**src/rtl/core/fbc_pkg.sv**
```systemverilog
// Shared constants for the Feistel block cipher unit: S-box table, register
// indexes, reset values and round count. No dependencies.
package fbc_pkg;

   typedef logic [3:0] sbox_row_type [16];
   typedef sbox_row_type sbox_type [8];

   localparam int unsigned HALF_W  = 32;
   localparam int unsigned BLOCK_W = 64;
   localparam int unsigned ROT_L   = 11;

   localparam logic [4:0] ROUND_LAST = 5'd31;

   // configuration register indexes
   localparam logic [2:0] CSR_KEY0  = 3'd0;
   localparam logic [2:0] CSR_KEY1  = 3'd1;
   localparam logic [2:0] CSR_KEY2  = 3'd2;
   localparam logic [2:0] CSR_KEY3  = 3'd3;
   localparam logic [2:0] CSR_IV    = 3'd4;
   localparam logic [2:0] CSR_DIR   = 3'd5;
   localparam logic [2:0] CSR_CHAIN = 3'd6;

   localparam logic [63:0] KEY0_RST = 64'h0000_ACEF_0000_BACE;
   localparam logic [63:0] KEY1_RST = 64'h0000_DBAC_0000_FDBA;
   localparam logic [63:0] KEY2_RST = 64'h0000_0123_0000_4567;
   localparam logic [63:0] KEY3_RST = 64'h0000_89AB_0000_CDEF;
   localparam logic [63:0] IV_RST   = 64'hAACC_BBDD_11FF_10EE;

   // row j serves nibble j of the sum (bits 4j+3..4j)
   localparam sbox_type SBOX = '{
      '{4'hC,4'hA,4'h9,4'h2,4'hD,4'h8,4'h0,4'hE,4'h6,4'hB,4'h1,4'hC,4'h7,4'hF,4'h5,4'h1},
      '{4'hE,4'hB,4'h4,4'hC,4'h6,4'hD,4'hF,4'hA,4'h2,4'h3,4'h8,4'h1,4'h0,4'h7,4'h5,4'h9},
      '{4'h5,4'h8,4'h1,4'hD,4'hA,4'h3,4'h4,4'h2,4'hE,4'hF,4'hC,4'h7,4'h6,4'h0,4'h9,4'hB},
      '{4'h7,4'hD,4'hA,4'h1,4'h0,4'h8,4'h9,4'hF,4'hE,4'h4,4'h6,4'hC,4'hB,4'h2,4'h5,4'h3},
      '{4'h6,4'hC,4'h7,4'h1,4'h5,4'hF,4'hD,4'h8,4'h4,4'hA,4'h9,4'hE,4'h0,4'h3,4'hB,4'h2},
      '{4'h4,4'hB,4'hA,4'h0,4'h7,4'h2,4'h1,4'hD,4'h3,4'h6,4'h8,4'h5,4'h9,4'hC,4'hF,4'hE},
      '{4'hD,4'hB,4'h4,4'h1,4'h3,4'hF,4'h5,4'h9,4'h0,4'hA,4'hE,4'h7,4'h6,4'h8,4'h2,4'hC},
      '{4'h3,4'hF,4'hD,4'h0,4'h5,4'h7,4'hA,4'h4,4'h9,4'h2,4'h3,4'hE,4'h6,4'hB,4'h8,4'h4}
   };

endpackage

```
**src/rtl/core/fbc_round.sv**
```systemverilog
// One Feistel round: key add mod 2^32, S-box substitution, rotate, XOR.
// Depends on fbc_pkg for the S-box table.
module fbc_round
   import fbc_pkg::*;
(
   input  logic [HALF_W-1:0] left,
   input  logic [HALF_W-1:0] right,
   input  logic [HALF_W-1:0] subkey,
   output logic [HALF_W-1:0] new_right
);

   logic [HALF_W-1:0] sum;
   logic [HALF_W-1:0] sub;

   assign sum = right + subkey;

   always_comb begin
      for (int j = 0; j < 8; j++) begin
         sub[4*j +: 4] = SBOX[j][sum[4*j +: 4]];
      end
   end

   assign new_right = left ^ {sub[HALF_W-ROT_L-1:0], sub[HALF_W-1:HALF_W-ROT_L]};

endmodule

```
**src/rtl/core/feistel_block_cipher_cbc_unit.sv**
```systemverilog
// Top level of the 64-bit Feistel block cipher with ECB/CBC chaining.
// Depends on fbc_pkg and fbc_round.
// Usage:
//   req_* carries one 64-bit block per transfer; req_tuser flags the first
//   block of a message, which reloads the chain block from the IV.
//   rsp_* returns one 64-bit block per request, in order.
//   csr_* writes the key pairs, IV, direction and chaining mode; write only
//   while no block is in flight.
// Timing:
//   A block goes from request transfer through the single round unit, one
//   round per cycle, to the finish state, which applies the chaining XOR
//   and loads the output register. One block is in the round unit at a
//   time and req_tready is high only while idle, so a new block is taken
//   only after the last result has been loaded into the output register.
// Stalls:
//   The finished result waits in the sequencer until the output register
//   is free, holding off the input; rsp_tdata holds while rsp_tready is low.
// Reset:
//   Keys, IV, encrypt and ECB settings return to their defaults, the chain
//   block clears to zero and both channels go idle.
module feistel_block_cipher_cbc_unit
   import fbc_pkg::*;
(
   input  logic        clock,
   input  logic        reset,
   input  logic        req_tvalid,
   output logic        req_tready,
   input  logic [63:0] req_tdata,   // [63:0] data_block
   input  logic        req_tuser,   // [0] message_start
   output logic        rsp_tvalid,
   input  logic        rsp_tready,
   output logic [63:0] rsp_tdata,   // [63:0] result_block
   input  logic        csr_we,
   input  logic [2:0]  csr_index,
   input  logic [63:0] csr_wdata
);

   localparam logic [1:0] ST_IDLE = 2'd0;
   localparam logic [1:0] ST_RUN  = 2'd1;
   localparam logic [1:0] ST_FIN  = 2'd2;

   logic [1:0]  state_ff, state_in;
   logic [4:0]  round_ff, round_in;
   logic [63:0] key_ff [4];
   logic [63:0] iv_ff;
   logic        dir_ff;
   logic        chain_en_ff;
   logic [63:0] chain_ff, chain_in;
   logic [63:0] data_ff;
   logic [31:0] left_ff, left_in;
   logic [31:0] right_ff, right_in;
   logic        rsp_valid_ff, rsp_valid_in;
   logic [63:0] rsp_data_ff, rsp_data_in;

   logic        req_xfer;
   logic        out_free;
   logic [63:0] chain_eff;
   logic [63:0] feed;
   logic        fwd_order;
   logic [2:0]  key_sel;
   logic [63:0] key_pair;
   logic [31:0] subkey;
   logic [31:0] round_out;
   logic [63:0] final_blk;
   logic [63:0] result;

   assign req_tready = (state_ff == ST_IDLE);
   assign req_xfer   = req_tvalid && req_tready;
   assign out_free   = !rsp_valid_ff || rsp_tready;

   // chain restarts from the IV on the first block of a message
   assign chain_eff = req_tuser ? iv_ff : chain_ff;
   assign feed      = (chain_en_ff && !dir_ff) ? (req_tdata ^ chain_eff) : req_tdata;

   // encrypt: 0..7 for rounds 0..23, then 7..0; decrypt: 0..7 then 7..0 thrice
   assign fwd_order = dir_ff ? (round_ff[4:3] == 2'd0) : (round_ff[4:3] != 2'd3);
   assign key_sel   = fwd_order ? round_ff[2:0] : ~round_ff[2:0];
   assign key_pair  = key_ff[key_sel[2:1]];
   assign subkey    = key_sel[0] ? key_pair[31:0] : key_pair[63:32];

   fbc_round u_round (
      .left      (left_ff),
      .right     (right_ff),
      .subkey    (subkey),
      .new_right (round_out)
   );

   // halves already swapped after the last round
   assign final_blk = {right_ff, left_ff};
   assign result    = (chain_en_ff && dir_ff) ? (final_blk ^ chain_ff) : final_blk;

   always_comb begin
      state_in     = state_ff;
      round_in     = round_ff;
      left_in      = left_ff;
      right_in     = right_ff;
      chain_in     = chain_ff;
      rsp_valid_in = rsp_valid_ff && !rsp_tready;
      rsp_data_in  = rsp_data_ff;
      unique case (state_ff)
         ST_IDLE: begin
            if (req_xfer) begin
               chain_in = chain_eff;
               left_in  = feed[63:32];
               right_in = feed[31:0];
               round_in = '0;
               state_in = ST_RUN;
            end
         end
         ST_RUN: begin
            left_in  = right_ff;
            right_in = round_out;
            round_in = round_ff + 5'd1;
            if (round_ff == ROUND_LAST) begin
               state_in = ST_FIN;
            end
         end
         ST_FIN: begin
            // hold until the output register can take the result
            if (out_free) begin
               rsp_valid_in = 1'b1;
               rsp_data_in  = result;
               if (chain_en_ff) begin
                  chain_in = dir_ff ? data_ff : final_blk;
               end
               state_in = ST_IDLE;
            end
         end
         default: begin
            state_in = ST_IDLE;
         end
      endcase
   end

   always_ff @(posedge clock) begin
      if (reset) begin
         state_ff     <= ST_IDLE;
         round_ff     <= '0;
         rsp_valid_ff <= 1'b0;
         chain_ff     <= '0;
      end else begin
         state_ff     <= state_in;
         round_ff     <= round_in;
         rsp_valid_ff <= rsp_valid_in;
         chain_ff     <= chain_in;
      end
   end

   always_ff @(posedge clock) begin
      left_ff     <= left_in;
      right_ff    <= right_in;
      rsp_data_ff <= rsp_data_in;
      if (req_xfer) begin
         data_ff <= req_tdata;
      end
   end

   always_ff @(posedge clock) begin
      if (reset) begin
         key_ff[0]   <= KEY0_RST;
         key_ff[1]   <= KEY1_RST;
         key_ff[2]   <= KEY2_RST;
         key_ff[3]   <= KEY3_RST;
         iv_ff       <= IV_RST;
         dir_ff      <= 1'b0;
         chain_en_ff <= 1'b0;
      end else if (csr_we) begin
         unique case (csr_index) inside
            CSR_KEY0, CSR_KEY1, CSR_KEY2, CSR_KEY3: key_ff[csr_index[1:0]] <= csr_wdata;
            CSR_IV:    iv_ff       <= csr_wdata;
            CSR_DIR:   dir_ff      <= csr_wdata[0];
            CSR_CHAIN: chain_en_ff <= csr_wdata[0];
            default: ;
         endcase
      end
   end

   assign rsp_tvalid = rsp_valid_ff;
   assign rsp_tdata  = rsp_data_ff;

   a_start_run: assert property (@(posedge clock) disable iff (reset)
      req_xfer |=> (state_ff == ST_RUN) && (round_ff == 5'd0))
      else $error("request transfer did not start the round sequence");

   a_last_round: assert property (@(posedge clock) disable iff (reset)
      (state_ff == ST_RUN) && (round_ff == ROUND_LAST) |=> (state_ff == ST_FIN))
      else $error("sequencer did not finish after the last round");

   a_fin_load: assert property (@(posedge clock) disable iff (reset)
      (state_ff == ST_FIN) && out_free |=> (state_ff == ST_IDLE) && rsp_valid_ff)
      else $error("finished block not loaded into the output register");

   a_rsp_source: assert property (@(posedge clock) disable iff (reset)
      $rose(rsp_valid_ff) |-> ($past(state_ff) == ST_FIN))
      else $error("result raised without a finished block");

endmodule

```
**config.mk**
```make
export PLATFORM = sky130hd
export DESIGN_NAME = feistel_block_cipher_cbc_unit
export DESIGN_NICKNAME = d
export VERILOG_FILES = /design/src/rtl/core/fbc_pkg.sv /design/src/rtl/core/fbc_round.sv /design/src/rtl/core/feistel_block_cipher_cbc_unit.sv
export SDC_FILE = /design/constraint.sdc
export NUM_CORES = 1
export LEC_CHECK = 0
export BUFFER_PORTS_ARGS = -buffer_cell sky130_fd_sc_hd__buf_4
export CORE_ASPECT_RATIO = 2
export CORE_MARGIN = 2
export CORE_UTILIZATION = 35
export DETAILED_ROUTE_END_ITERATION = 6
export HOLD_SLACK_MARGIN = 0.15
export PLACE_DENSITY_LB_ADDON = 0.1
export SLEW_MARGIN = 20
export SYNTH_ARGS = -nofsm -noshare
export SYNTH_HDL_FRONTEND = slang
export SYNTH_SLANG_ARGS = --single-unit
export TNS_END_PERCENT = 10
```
**constraint.sdc**
```tcl
create_clock -name clock -period 5.9 [get_ports clock]
set_input_delay 0.59 -clock clock [delete_from_list [all_inputs] [get_ports clock]]
set_output_delay 0.59 -clock clock [all_outputs]
set_load 0.02 [all_outputs]
```
==> metrics list <==
- Largest fanout on the critical path: 28
- In this run the horizontal extent of the chip is roughly 210 um.
- Worst slack on hold paths: 187.0 ps
* Sequential share of power: about two fifths
* Largest net degree at the start of global routing: 98
- Detailed Routing Iterations Pass 1: 7
* Cell Area, Synth: ~30000 um2
- TritonCTS built the clock tree.
* Run status: complete, no violations
- Post-CTS clock slew at the launch and capture registers of the worst setup and hold paths: around 60 ps
- Clock power share: between 20 and 30%
- During synthesis, Yosys emitted a total of 0 warnings.
- Counting instances, the worst hold path has a depth of 1.
- In this run the cell area measured after placement is between 30000 and 40000 um2.
- Counting the buffers created by CTS gives 55.
* Hold Vio Cnt, Final: 0
- Sinks on the clock net: 586
- Wire length of the first global-routing pass: 144.4 mm
- Post-CTS setup-driven buffer insertion count: 0
- Post-Synthesis Mean Instance Area: around 11 um2
- Input and output buffers added on the ports amount to between 200 and 250.
- Setup Viol. Count Final: 0
- GRT Overall Usage: between 20% and 30%
- Worst clock skew: 21.12 ps
- Total Die Area: just under 90000 um2
- NetSw: 4.292 mW
- Post-DP HPWL: 67.28 mm
- Final worst path period share: between 90% and 100%
* R2r endpoint: right_ff[9]$_DFFE_PP_
* Achievable clock frequency: around 180 MHz
- Post-Synthesis Net Count: 2827
- Sum of negative setup slack: 0 ps
* Fill cell instance count of the final layout: 8170
- Of the synthesized area, sequential elements account for 54.34%.
* Depth of the CTS H-tree: 2
* Number of register bits inferred by synthesis: about 590
- Summing all multi-input logic gate instances after layout gives ~13000 um2.
* Clock Root Buffer: clkbuf_16
- The number of global-route vias before repair was ~21000.
* Number of synthesized flops with an enable pin: approximately 450
- Summed over all layers, the global routing overflow is 0.
* Number of diodes: 0
* Gate count of the mapped netlist: ~2600
- Number of vias after detailed routing: about 21000
- Overall power consumption after layout is estimated at 12.90 mW.
- For hold timing, the worst endpoint is data_ff[48]$_DFFE_PP_.
- Internal: 8.612 mW
* Worst rel slew slack: 34.10%
- The worst hold path belongs to the class in -> reg.
- Using the TritonRoute via totals, the vias-per-cell ratio works out to approximately 5.4.
- Starting density of the core: 35.25%
- Number of maximum-capacitance violations: 0
- For the worst setup path, the data required time is approximately 6200 ps.
- Compared with the post-synthesis result, the final layout area differs by 17.91%.
- The congestion estimate from routability-driven global placement came to ~0.92.
* Hold path start: req_tdata[48]
* Die H: between 400 and 500 um
- The worst register-to-register path has a depth of 20.
- The worst setup path is launched from a flip-flop.
- DRC Markers: 0
* Area of all placed cells without fillers: approximately 35000 um2
- The count of cells in the finished layout, fillers not included, comes to about 4000.
- Share of flip-flops with an asynchronous set or reset after synthesis: 0%
- Worst setup EP type: flip-flop
- 203 I/O pins were placed.
- Final net count: 3033
- Final-report max-slew violation count: 0
* Total placed cells including tap cells: between 3000 and 4000
- RSZ-0062 raised after global routing: yes
* Fraction of layout cells with a size suffix above 1: approximately 18%
* Share of total power in combinational logic: between 30% and 40%
* Switching power as a share of total power: between 30% and 40%
* Routed wire length: roughly 100 mm
- After floorplanning, the core was divided into about 150 placement rows.
- Final critical path time including I/O delays and setup: about 5700 ps
- In the final routed layout, each cell accounts on average for between 20 and 25 um.
* Worst-case clock buffer depth: 3
- Worst Tran Pin Value: 988.4 ps
* Initial antenna violation count: 2
- Register cell area after layout: roughly 16000 um2
* Total power per unit cell area: approximately 370 nW/um2
- Synth cell types: 66
- In the synthesized netlist the dominant register cell turns out to be edfxtp_1.
* Clock latency of the later-clocked register in the worst-skew pair: 640 ps
- The worst register-to-register path has a setup slack of about 250 ps.
* Post-detailed-route count of antenna-violating nets: 0
* Standby leakage power: ~13 nW
* Classification of the worst setup path: reg -> reg
* Reg-to-reg critical path startpoint: round_ff[3]$_SDFFE_PP0P_
* Number of DRC markers after the initial detailed-route iteration: approximately 1600
* VDD IR-drop max: roughly 0.26 mV
* Arr. time, crit path: approximately 6000 ps
* Core area: roughly 85000 um2
[power by group through the flow]
stage	Sequential [mW]	Combinational [mW]	Clock [mW]
2_1_floorplan	5.01	2.72	0
3_3_place_gp	5.17	3.93	0
3_5_place_dp	5.17	4.04	0
4_1_cts	5.08	4.09	3.82
5_1_grt	5.10	4.49	3.94
6_report	5.08	4.10	3.73
[layer usage]
| layer | share of wire (%) | GRT usage (%) | wire length, um |
|---|---|---|---|
| met1 | 43 | 28.58 | 41790 |
| met2 | 51 | 39.77 | 50170 |
| met3 | 3.8 | 2.099 | 3764 |
| met4 | 2.3 | 5.717 | 2302 |
| met5 | 0 | 0 | 0 |
[layout make-up]
class	instances	area share, %
inverter	47	0.5014
clock buffer	74	4.402
sequential	586	46.10
timing repair buffer	325	7.596
multi-input combinational	1803	36.76
tap	1071	3.809
clock inverter	29	0.8357
[flip-flops by register name, summed over array words and instances, names as in the netlist]
name	flops
key_ff	256
chain_ff	64
data_ff	64
iv_ff	64
rsp_tdata	64
left_ff	32
right_ff	32
round_ff	5
state_ff	2
chain_en_ff	1
dir_ff	1
rsp_tvalid	1
[worst max-delay path by stage]
stage | depth (start not counted) | from | end | slack (ps)
finish | 20 | round_ff[3]$_SDFFE_PP0P_ | right_ff[9]$_DFFE_PP_ | 250
global route | 16 | round_ff[3]$_SDFFE_PP0P_ | right_ff[27]$_DFFE_PP_ | -40
CTS | 19 | round_ff[3]$_SDFFE_PP0P_ | right_ff[5]$_DFFE_PP_ | 60
detailed placement | 20 | round_ff[3]$_SDFFE_PP0P_ | right_ff[9]$_DFFE_PP_ | 30
global placement | 20 | round_ff[3]$_SDFFE_PP0P_ | right_ff[9]$_DFFE_PP_ | 40
floorplan | 18 | dir_ff$_SDFFE_PP0P_ | right_ff[27]$_DFFE_PP_ | 20
[cell usage in the layout, fill, tap and decap left out, types with 6 or more instances in the layout]
| cell type | n |
|---|---|
| buf_4 | 262 |
| clkbuf_8 | 8 |
| dlygate4sd3_1 | 56 |
| clkinv_2 | 8 |
| mux4_2 | 69 |
| nor3_1 | 18 |
| xor2_1 | 45 |
| or3_1 | 6 |
| xnor2_1 | 133 |
| nor2_1 | 167 |
| xnor2_2 | 6 |
| nand2b_1 | 46 |
| nand3_1 | 61 |
| and2_1 | 52 |
| and3_1 | 147 |
| mux2i_1 | 94 |
| nand4_1 | 7 |
| buf_12 | 6 |
| inv_1 | 44 |
| clkinv_1 | 8 |
| o21ai_0 | 82 |
| nand2_1 | 309 |
| nor2b_1 | 58 |
| clkbuf_16 | 57 |
| o221a_2 | 7 |
| nor3b_1 | 9 |
| ha_1 | 77 |
| dfxtp_1 | 137 |
| a21oi_1 | 138 |
| a211oi_1 | 120 |
| o211ai_1 | 8 |
| a21o_1 | 17 |
| a31oi_1 | 7 |
| clkbuf_1 | 10 |
| edfxtp_1 | 448 |
| mux2_2 | 36 |
[worst max-delay path: stages, from the launching register on]
cell and delay [ps]:
dfxtp_1 340, maj3_1 410, xnor2_2 190, clkbuf_16 300
buf_12 240, mux4_2 540, mux2_2 310, ha_1 420
a21o_1 230, a21o_1 190, nor3_2 290, o211ai_1 200
nand2_1 140, o211ai_1 160, xnor2_2 180, buf_4 170
ha_1 310, mux2i_1 100, mux2i_2 330, xor2_1 180
a21oi_1 80
[logic make-up (layout without fill, tap and decap cells)]
kind of cell,after synthesis,count (layout),synth area share [%]
xor+xnor,185,185,5.455
buf+inv,223,475,2.830
compound gates,422,422,9.003
mux,205,205,10.16
simple gates,912,912,14.89
fa+ha+maj,79,79,3.329
flops,586,586,54.34
[per-stage QoR]
step                util, %  setup WS [ps]
floorplan                 -          16.95
global placement      38.65          36.76
detailed placement    38.65          28.79
CTS                   41.50          57.86
global route          41.57         -38.89
finish                41.57          246.9
[cells in the mapped netlist, types with 9 or more instances]
cell type  instances  area share (%)
edfxtp_1         448              45
nor2b_1           61             1.3
and2_1            53             1.1
nor3b_1            9            0.23
and3_1           149             3.1
nand2b_1          48             1.0
ha_1              77             3.2
mux4_2            69             5.2
inv_1             46            0.58
mux2i_1           95             3.2
nand3_1           62             1.0
a21o_1            17            0.43
clkbuf_1         166             2.1
a211oi_1         120             3.0
o21ai_0           82             1.4
xor2_1            45             1.3
mux2_2            36             1.4
nor3_1            19            0.32
xnor2_1          139             4.1
nand2_1          310             3.9
nor2_1           169             2.1
dfxtp_1          138             9.3
a21oi_1          139             2.3
buf_1              9            0.11
[what timing repair did]
item / CTS / global route
resized for setup: 1 / 9
hold buffers: 56 / 0
endpoints found under the setup margin: 1 / 10
hold endpoints to repair: 56 / 0
pin swaps: 0 / 1
Note: power is estimated with default switching activity, not from simulation.
